### src/hdl/rsa_key_from_primes_top_assert.svh
// Assertion macros for the RTL top module
`ifndef RSA_KEY_FROM_PRIMES_TOP_ASSERT_SVH
`define RSA_KEY_FROM_PRIMES_TOP_ASSERT_SVH

// same-cycle implication, checked out of reset
`define RKP_ASSERT_IMPL(lbl, clk, rst_n, ante, cons, msg) \
    lbl: assert property (@(posedge clk) disable iff (!rst_n) (ante) |-> (cons)) \
        else $error(msg);

// next-cycle implication, checked out of reset
`define RKP_ASSERT_NEXT(lbl, clk, rst_n, ante, cons, msg) \
    lbl: assert property (@(posedge clk) disable iff (!rst_n) (ante) |=> (cons)) \
        else $error(msg);

`endif

### src/hdl/rkp_pkg.sv
package rkp_pkg;

    localparam int FIELD_W            = 16;
    localparam int DATA_W             = 32;
    localparam int DEFAULT_PRIME_BITS = 16;
    localparam int DIV_CNT_W          = $clog2(DATA_W);
    localparam int TDATA_IN_W         = 2 * FIELD_W;
    localparam int TDATA_OUT_W        = 4 * DATA_W;

    typedef struct packed {
        logic              start;
        logic [DATA_W-1:0] dividend;
        logic [DATA_W-1:0] divisor;
    } t_div_req;

    typedef struct packed {
        logic              done;
        logic              busy;
        logic [DATA_W-1:0] quot;
        logic [DATA_W-1:0] rem;
    } t_div_rsp;

endpackage

### src/hdl/rsa_key_from_primes_top.sv
// RSA key material from two primes p and q.
// Input stream: one request carries p (tdata[15:0]) and q (tdata[31:16]).
// Output stream: one result per request with n = p*q, phi = (p-1)*(q-1),
// the smallest public exponent e >= 2 coprime with phi, and the private
// exponent d = e^-1 mod phi in [1, phi). tuser[0] flags phi < 2 (no key),
// in which case e and d are zero.
// Factors are masked to PRIME_BITS bits before use.
// One request is in flight at a time; o_s_axis_tready is high only while
// the sequencer is idle. n and phi come from one registered 32x32 multiplier.
// e and d come from one shared restoring divider, which runs once per gcd
// division over the trial exponents and once per extended Euclid step.
// The sequencer returns to idle, ready for the next request, in the same
// cycle as the result becomes valid.
// The result stays in the output register until taken; while the receiver
// stalls, one more request can be accepted and computed, then it holds in
// the sequencer and no new request is accepted. Synchronous reset returns
// to idle with the output empty.
module rsa_key_from_primes_top
    import rkp_pkg::*;
#(
    parameter int PRIME_BITS = DEFAULT_PRIME_BITS
) (
    input  logic                   i_clk,
    input  logic                   i_rst_n,
    input  logic                   i_s_axis_tvalid,
    output logic                   o_s_axis_tready,
    input  logic [TDATA_IN_W-1:0]  i_s_axis_tdata,  // prime_p, prime_q
    output logic                   o_m_axis_tvalid,
    input  logic                   i_m_axis_tready,
    output logic [TDATA_OUT_W-1:0] o_m_axis_tdata,  // modulus, totient, public_exp, private_exp
    output logic [0:0]             o_m_axis_tuser   // no_key
);

    localparam logic [FIELD_W-1:0] FMASK = (PRIME_BITS >= FIELD_W) ? '1 :
        FIELD_W'((32'd1 << PRIME_BITS) - 32'd1);

    typedef enum logic [10:0] {
        S_IDLE      = 11'b00000000001,
        S_MUL_N     = 11'b00000000010,
        S_MUL_PHI   = 11'b00000000100,
        S_PHI_CHK   = 11'b00000001000,
        S_GCD_START = 11'b00000010000,
        S_GCD_WAIT  = 11'b00000100000,
        S_INV_START = 11'b00001000000,
        S_INV_WAIT  = 11'b00010000000,
        S_INV_MUL   = 11'b00100000000,
        S_INV_UPD   = 11'b01000000000,
        S_FIN       = 11'b10000000000
    } t_state;

    t_state              r_state;
    logic [FIELD_W-1:0]  r_p, r_q;
    logic [DATA_W-1:0]   r_n, r_phi, r_e;
    logic [DATA_W-1:0]   r_a, r_b, r_qt, r_rm;
    logic [DATA_W-1:0]   r_t0, r_t1;
    logic                r_t1_neg;
    logic                r_nokey;
    logic [DATA_W-1:0]   r_mul;
    logic [DATA_W-1:0]   mul_a;
    logic [DATA_W-1:0]   mul_b;
    logic [FIELD_W-1:0]  pm, qm;
    logic [DATA_W-1:0]   d_val;
    logic [DATA_W-1:0]   r_o_n, r_o_phi, r_o_e, r_o_d;
    logic                r_o_nokey;
    logic                r_o_valid;
    t_div_req            div_req;
    t_div_rsp            div_rsp;

    assign pm = (r_p != '0) ? r_p - 1'b1 : '0;
    assign qm = (r_q != '0) ? r_q - 1'b1 : '0;

    // shared multiplier, registered, low 32 bits of the product
    always_comb begin
        unique case (r_state)
            S_MUL_N: begin
                mul_a = {16'b0, r_p};
                mul_b = {16'b0, r_q};
            end
            S_MUL_PHI: begin
                mul_a = {16'b0, pm};
                mul_b = {16'b0, qm};
            end
            default: begin
                mul_a = r_qt;
                mul_b = r_t1;
            end
        endcase
    end

    always_ff @(posedge i_clk) begin
        r_mul <= mul_a * mul_b;
    end

    assign div_req.start    = (r_state == S_GCD_START) || (r_state == S_INV_START);
    assign div_req.dividend = r_a;
    assign div_req.divisor  = r_b;

    rkp_div u_div (
        .i_clk   (i_clk),
        .i_rst_n (i_rst_n),
        .i_req   (div_req),
        .o_rsp   (div_rsp)
    );

    // Euclid coefficients alternate in sign, so magnitudes simply add
    assign d_val = r_nokey ? '0 : (r_t1_neg ? r_phi - r_t1 : r_t1);

    always_ff @(posedge i_clk) begin
        if (!i_rst_n) begin
            r_state   <= S_IDLE;
            r_o_valid <= 1'b0;
        end else begin
            if (r_o_valid && i_m_axis_tready) begin
                r_o_valid <= 1'b0;
            end
            unique case (r_state)
                S_IDLE: begin
                    if (i_s_axis_tvalid) begin
                        r_state <= S_MUL_N;
                    end
                end
                S_MUL_N:   r_state <= S_MUL_PHI;
                S_MUL_PHI: r_state <= S_PHI_CHK;
                S_PHI_CHK: begin
                    r_state <= (r_mul < DATA_W'(2)) ? S_FIN : S_GCD_START;
                end
                S_GCD_START: r_state <= S_GCD_WAIT;
                S_GCD_WAIT: begin
                    if (div_rsp.done) begin
                        if (div_rsp.rem == '0 && r_b == DATA_W'(1)) begin
                            r_state <= S_INV_START;
                        end else begin
                            r_state <= S_GCD_START;
                        end
                    end
                end
                S_INV_START: r_state <= S_INV_WAIT;
                S_INV_WAIT: begin
                    if (div_rsp.done) begin
                        r_state <= (div_rsp.rem == '0) ? S_FIN : S_INV_MUL;
                    end
                end
                S_INV_MUL: r_state <= S_INV_UPD;
                S_INV_UPD: r_state <= S_INV_START;
                S_FIN: begin
                    if (!r_o_valid || i_m_axis_tready) begin
                        r_o_valid <= 1'b1;
                        r_state   <= S_IDLE;
                    end
                end
                default: r_state <= S_IDLE;
            endcase
        end
    end

    // datapath registers
    always_ff @(posedge i_clk) begin
        unique case (r_state)
            S_IDLE: begin
                if (i_s_axis_tvalid) begin
                    r_p <= i_s_axis_tdata[FIELD_W-1:0] & FMASK;
                    r_q <= i_s_axis_tdata[2*FIELD_W-1:FIELD_W] & FMASK;
                end
            end
            S_MUL_PHI: r_n <= r_mul;
            S_PHI_CHK: begin
                r_phi   <= r_mul;
                r_a     <= r_mul;
                r_b     <= DATA_W'(2);
                r_e     <= DATA_W'(2);
                r_nokey <= (r_mul < DATA_W'(2));
            end
            S_GCD_WAIT: begin
                if (div_rsp.done) begin
                    if (div_rsp.rem != '0) begin
                        r_a <= r_b;
                        r_b <= div_rsp.rem;
                    end else if (r_b == DATA_W'(1)) begin
                        // coprime: seed extended Euclid with e reduced mod phi
                        r_a      <= r_phi;
                        r_b      <= (r_e < r_phi) ? r_e : r_e - r_phi;
                        r_t0     <= '0;
                        r_t1     <= DATA_W'(1);
                        r_t1_neg <= 1'b0;
                    end else begin
                        r_e <= r_e + 1'b1;
                        r_a <= r_phi;
                        r_b <= r_e + 1'b1;
                    end
                end
            end
            S_INV_WAIT: begin
                if (div_rsp.done) begin
                    r_qt <= div_rsp.quot;
                    r_rm <= div_rsp.rem;
                end
            end
            S_INV_UPD: begin
                r_t0     <= r_t1;
                r_t1     <= r_t0 + r_mul;
                r_t1_neg <= ~r_t1_neg;
                r_a      <= r_b;
                r_b      <= r_rm;
            end
            default: begin
            end
        endcase
    end

    always_ff @(posedge i_clk) begin
        if (r_state == S_FIN && (!r_o_valid || i_m_axis_tready)) begin
            r_o_n     <= r_n;
            r_o_phi   <= r_phi;
            r_o_e     <= r_nokey ? '0 : r_e;
            r_o_d     <= d_val;
            r_o_nokey <= r_nokey;
        end
    end

    assign o_s_axis_tready = (r_state == S_IDLE);
    assign o_m_axis_tvalid = r_o_valid;
    assign o_m_axis_tdata  = {r_o_d, r_o_e, r_o_phi, r_o_n};
    assign o_m_axis_tuser  = r_o_nokey;

    `include "rsa_key_from_primes_top_assert.svh"

    `RKP_ASSERT_IMPL(a_nokey_zero, i_clk, i_rst_n, r_o_valid && r_o_nokey,
        r_o_e == '0 && r_o_d == '0, "no-key result carries nonzero exponents")
    `RKP_ASSERT_IMPL(a_key_range, i_clk, i_rst_n, r_o_valid && !r_o_nokey,
        r_o_d != '0 && r_o_d < r_o_phi && r_o_e >= DATA_W'(2), "exponent out of range")
    `RKP_ASSERT_IMPL(a_div_free, i_clk, i_rst_n, div_req.start,
        !div_rsp.busy, "divider started while busy")
    `RKP_ASSERT_NEXT(a_accept_seq, i_clk, i_rst_n, i_s_axis_tvalid && o_s_axis_tready,
        r_state == S_MUL_N, "accepted request did not start the sequencer")

endmodule

### src/hdl/rkp_div.sv
module rkp_div
    import rkp_pkg::*;
(
    input  logic     i_clk,
    input  logic     i_rst_n,
    input  t_div_req i_req,
    output t_div_rsp o_rsp
);

    logic [DATA_W-1:0]    r_rem,  n_rem;
    logic [DATA_W-1:0]    r_quot, n_quot;
    logic [DATA_W-1:0]    r_dvs;
    logic [DIV_CNT_W-1:0] r_cnt;
    logic                 r_busy;
    logic                 r_done;
    logic [DATA_W:0]      shifted;
    logic [DATA_W:0]      diff;

    // one restoring step per cycle
    always_comb begin
        shifted = {r_rem, r_quot[DATA_W-1]};
        diff    = shifted - {1'b0, r_dvs};
        n_rem   = diff[DATA_W] ? shifted[DATA_W-1:0] : diff[DATA_W-1:0];
        n_quot  = {r_quot[DATA_W-2:0], ~diff[DATA_W]};
    end

    always_ff @(posedge i_clk) begin
        if (!i_rst_n) begin
            r_busy <= 1'b0;
            r_done <= 1'b0;
            r_cnt  <= '0;
        end else begin
            r_done <= 1'b0;
            if (i_req.start && !r_busy) begin
                r_busy <= 1'b1;
                r_cnt  <= '0;
            end else if (r_busy) begin
                r_cnt <= r_cnt + 1'b1;
                if (r_cnt == DIV_CNT_W'(DATA_W - 1)) begin
                    r_busy <= 1'b0;
                    r_done <= 1'b1;
                end
            end
        end
    end

    always_ff @(posedge i_clk) begin
        if (i_req.start && !r_busy) begin
            r_rem  <= '0;
            r_quot <= i_req.dividend;
            r_dvs  <= i_req.divisor;
        end else if (r_busy) begin
            r_rem  <= n_rem;
            r_quot <= n_quot;
        end
    end

    assign o_rsp.done = r_done;
    assign o_rsp.busy = r_busy;
    assign o_rsp.quot = r_quot;
    assign o_rsp.rem  = r_rem;

endmodule
### config.mk
export PLATFORM = sky130hd
export DESIGN_NAME = rsa_key_from_primes_top
export DESIGN_NICKNAME = d
export VERILOG_FILES = /design/src/hdl/rkp_pkg.sv /design/src/hdl/rsa_key_from_primes_top.sv /design/src/hdl/rkp_div.sv
export VERILOG_INCLUDE_DIRS = /design/src /design/src/hdl
export SDC_FILE = /design/constraint.sdc
export NUM_CORES = 2
export LEC_CHECK = 0
export BUFFER_PORTS_ARGS = -buffer_cell sky130_fd_sc_hd__buf_2
export CAP_MARGIN = 20
export CORE_ASPECT_RATIO = 0.5
export CORE_MARGIN = 5
export CORE_UTILIZATION = 55
export DETAILED_ROUTE_END_ITERATION = 10
export GPL_ROUTABILITY_DRIVEN = 0
export GPL_TIMING_DRIVEN = 1
export HOLD_SLACK_MARGIN = 0.08
export PLACE_DENSITY = 0.7
export SYNTH_ARGS = -nofsm -noshare
export SYNTH_HDL_FRONTEND = slang
export SYNTH_SLANG_ARGS = --single-unit
### constraint.sdc
create_clock -name i_clk -period 11.9 [get_ports i_clk]
set_clock_uncertainty 0.2 [all_clocks]
set_input_delay 1.785 -clock i_clk [delete_from_list [all_inputs] [get_ports i_clk]]
set_output_delay 1.785 -clock i_clk [all_outputs]
set_load 0.01 [all_outputs]
==> results.json <==
{
  "wirelength_mm": 134.9,
  "grt_first_pass_wirelength_mm": 205.2,
  "post-route-period-util": 0.8553,
  "ys_types": 88,
  "numCtsBuffers": 55,
  "grt_pass1_vias": 34470,
  "crit_path_end_kind": "register",
  "synth.area.top_cells": "edfxtp_1, fa_1, ha_1, inv_1, nor2_1",
  "dieArea_mm2": 0.08891,
  "cts_tree": "built",
  "clk_latency_ns": 0.67,
  "cpMaxStageDelayCell": "nor4_4",
  "dr.pass1.iters": 6,
  "synth_area_mm2": 0.04549,
  "synth.most_common_cell": "inv_1",
  "grt_start_max_net_pins": 67,
  "layout-drive-gt1-share": 0.08849,
  "startpoint_type": "register",
  "synth_area_per_cell_um2": 10.27,
  "path_class": "register to register",
  "holdWs_ns": 0.2165,
  "cts_resized": 0,
  "drt.antenna.violating_nets": 0,
  "clock_path_buffers": 3,
  "slew_violations": 0,
  "synth_fp_nets": 5133,
  "vias": 34670,
  "tns_ns": 0,
  "min-delay-path-class": "register to register",
  "initial_core_util": 0.5558,
  "clk_pin_slew_ns": 0.07,
  "cap_violations": 0,
  "ctsHoldBuffers": 0,
  "remaining_drc_errors": 0,
  "reg2reg_from": "r_state[0]",
  "hp-start": "r_n[24]",
  "ys_async_sr_fraction": 0,
  "synth-edff-count": 515,
  "htreeDepth": 2,
  "hpwlAfterDp_mm": 102.5,
  "cts_num_sinks": 598,
  "wl_per_cell_um": 23.75,
  "antenna_found_initial": 9,
  "fp.dieH_um": 213.4,
  "rsz0062_at_grt": "no",
  "post-route-cell-area_mm2": 0.04950,
  "synth_flop_cell": "edfxtp_1",
  "setup_viol": 0,
  "synth_commonest_cells": "inv_1, edfxtp_1, nor2_1, fa_1, nand2_1",
  "synth_top_area_frac": 0.3399,
  "clockRootBuffer": "clkbuf_16",
  "instances_no_fill": 5682,
  "synth-seq-cells": 598,
  "hold_viol_final": 0,
  "cp_slowest_stage_delay_ns": 0.61,
  "crit_fanout": 44,
  "fin_crit_ns": 10.18,
  "path_common_cell": "fa_1",
  "relSlewSlack": 0.2092,
  "syn_to_final_growth_pct": 8.809,
  "num_rows": 74,
  "core_area_mm2": 0.08185,
  "placedCellCount": 5578,
  "portBuffers": 166,
  "worstMarginPinSlew_ns": 1.186,
  "die_x_um": 416.7,
  "cpLargestDelayFamily": "adder cells",
  "post_cts_buffers": 0,
  "crit_arrival_ns": 10.54,
  "viasPerCell": 6.102,
  "crit_buf_inv": 7,
  "placed_area_mm2": 0.04756,
  "drtIter0Drc": 4508,
  "yosysTopAreaCell": "edfxtp_1",
  "rrSetupSlack_ns": 1.72,
  "cp-startpoint": "r_state[0]",
  "grt_usage": 0.3025,
  "fmax_mhz": 98.25,
  "ys_seq_area_frac": 0.3765,
  "overflow": 0,
  "syn_inst": 4430,
  "outcome": "complete, no violations",
  "ios": 167,
  "critPathRequiredTime_ns": 12.26,
  "yosysWarnings": 0,
  "layout.nets": 5236
}
==> worst reg2reg max path: cells and delay by family (launching register included) <==
family | cells | cell delay (ns)
buffers and inverters | 7 | 1.00
AO/OA/AOI/OAI | 11 | 2.17
flip-flops | 1 | 0.35
XOR/XNOR | 1 | 0.14
adder cells (fa/ha/maj) | 9 | 3.78
AND/OR/NAND/NOR | 7 | 2.45
==> cell type report <==
class / instances / area (µm²)
timing repair buffer: 221 / 1281
clock buffer: 65 / 1444
inverter: 600 / 2252
tap: 1102 / 1379
antenna: 3 / 7.507
sequential: 598 / 17130
fill: 6808 / 32350
multi-input combinational: 3057 / 25520
clock inverter: 36 / 485.5
==> flip-flops by register name, indices dropped and copies added (netlist names), 5 cells and up <==
signal        cells
r_a              32
r_b              32
r_e              32
r_mul            32
r_n              32
r_o_d            32
r_o_e            32
r_o_n            32
r_o_phi          32
r_p              16
r_phi            32
r_q              16
r_qt             32
r_rm             32
r_state          11
r_t0             32
r_t1             32
u_div.r_cnt       5
u_div.r_dvs      32
u_div.r_quot     32
u_div.r_rem      32
==> metrics by stage <==
| stage | setup WS, ns | utilization |
|---|---|---|
| floorplan | 2.815 | - |
| global placement | 2.159 | 0.5804 |
| detailed placement | 1.816 | 0.5811 |
| CTS | 1.797 | 0.6047 |
| global route | 1.204 | 0.6047 |
| finish | 1.722 | 0.6048 |
==> final timing paths <==
path	cells past startpoint	to
worst max-delay path	35	r_mul[28]
worst min-delay path	0	r_o_n[24]
worst max register to register	35	r_mul[28]
worst min register to register	0	r_o_n[24]
==> kinds of logic (layout without fill, tap and decap cells) <==
| group | Yosys count | count (layout) | synth area share |
|---|---|---|---|
| other cells | 0 | 3 | 0 |
| flops | 598 | 598 | 0.3765 |
| fa+ha+maj | 667 | 667 | 0.2514 |
| compound gates | 737 | 737 | 0.1066 |
| xor+xnor | 227 | 227 | 0.04401 |
| simple gates | 1369 | 1369 | 0.1436 |
| buf+inv | 775 | 922 | 0.06450 |
| mux | 57 | 57 | 0.01345 |
==> per-layer routing <==
| layer | GRT usage | routed length [µm] | up-vias |
|---|---|---|---|
| met3 | 0.05766 | 15570 | 316 |
| li1 | - | - | 15270 |
| met4 | 0.1080 | 5542 | 0 |
| met5 | 0.0005136 | 0 | - |
| met2 | 0.4751 | 59750 | 1934 |
| met1 | 0.4270 | 54070 | 17160 |
==> cells in the final DEF, fill, tap and decap left out, types with 45 or more instances in the layout <==
master	Yosys	layout
edfxtp_1	515	515
xor2_1	87	87
nand3_1	142	142
nor3_1	46	45
nand2_1	337	336
nor2b_1	72	71
o21ai_0	180	180
buf_2	14	167
buf_4	0	52
and3_1	91	91
fa_1	412	412
a22oi_1	60	60
clkbuf_16	0	55
inv_1	600	600
nor2_1	443	438
a21oi_1	157	156
xnor2_1	139	139
dfxtp_1	83	82
a21o_1	69	69
ha_1	255	255
nand2b_1	63	63
Power is not shown: default switching activity piles up to over one toggle a cycle in this logic, so the estimate is an artifact.
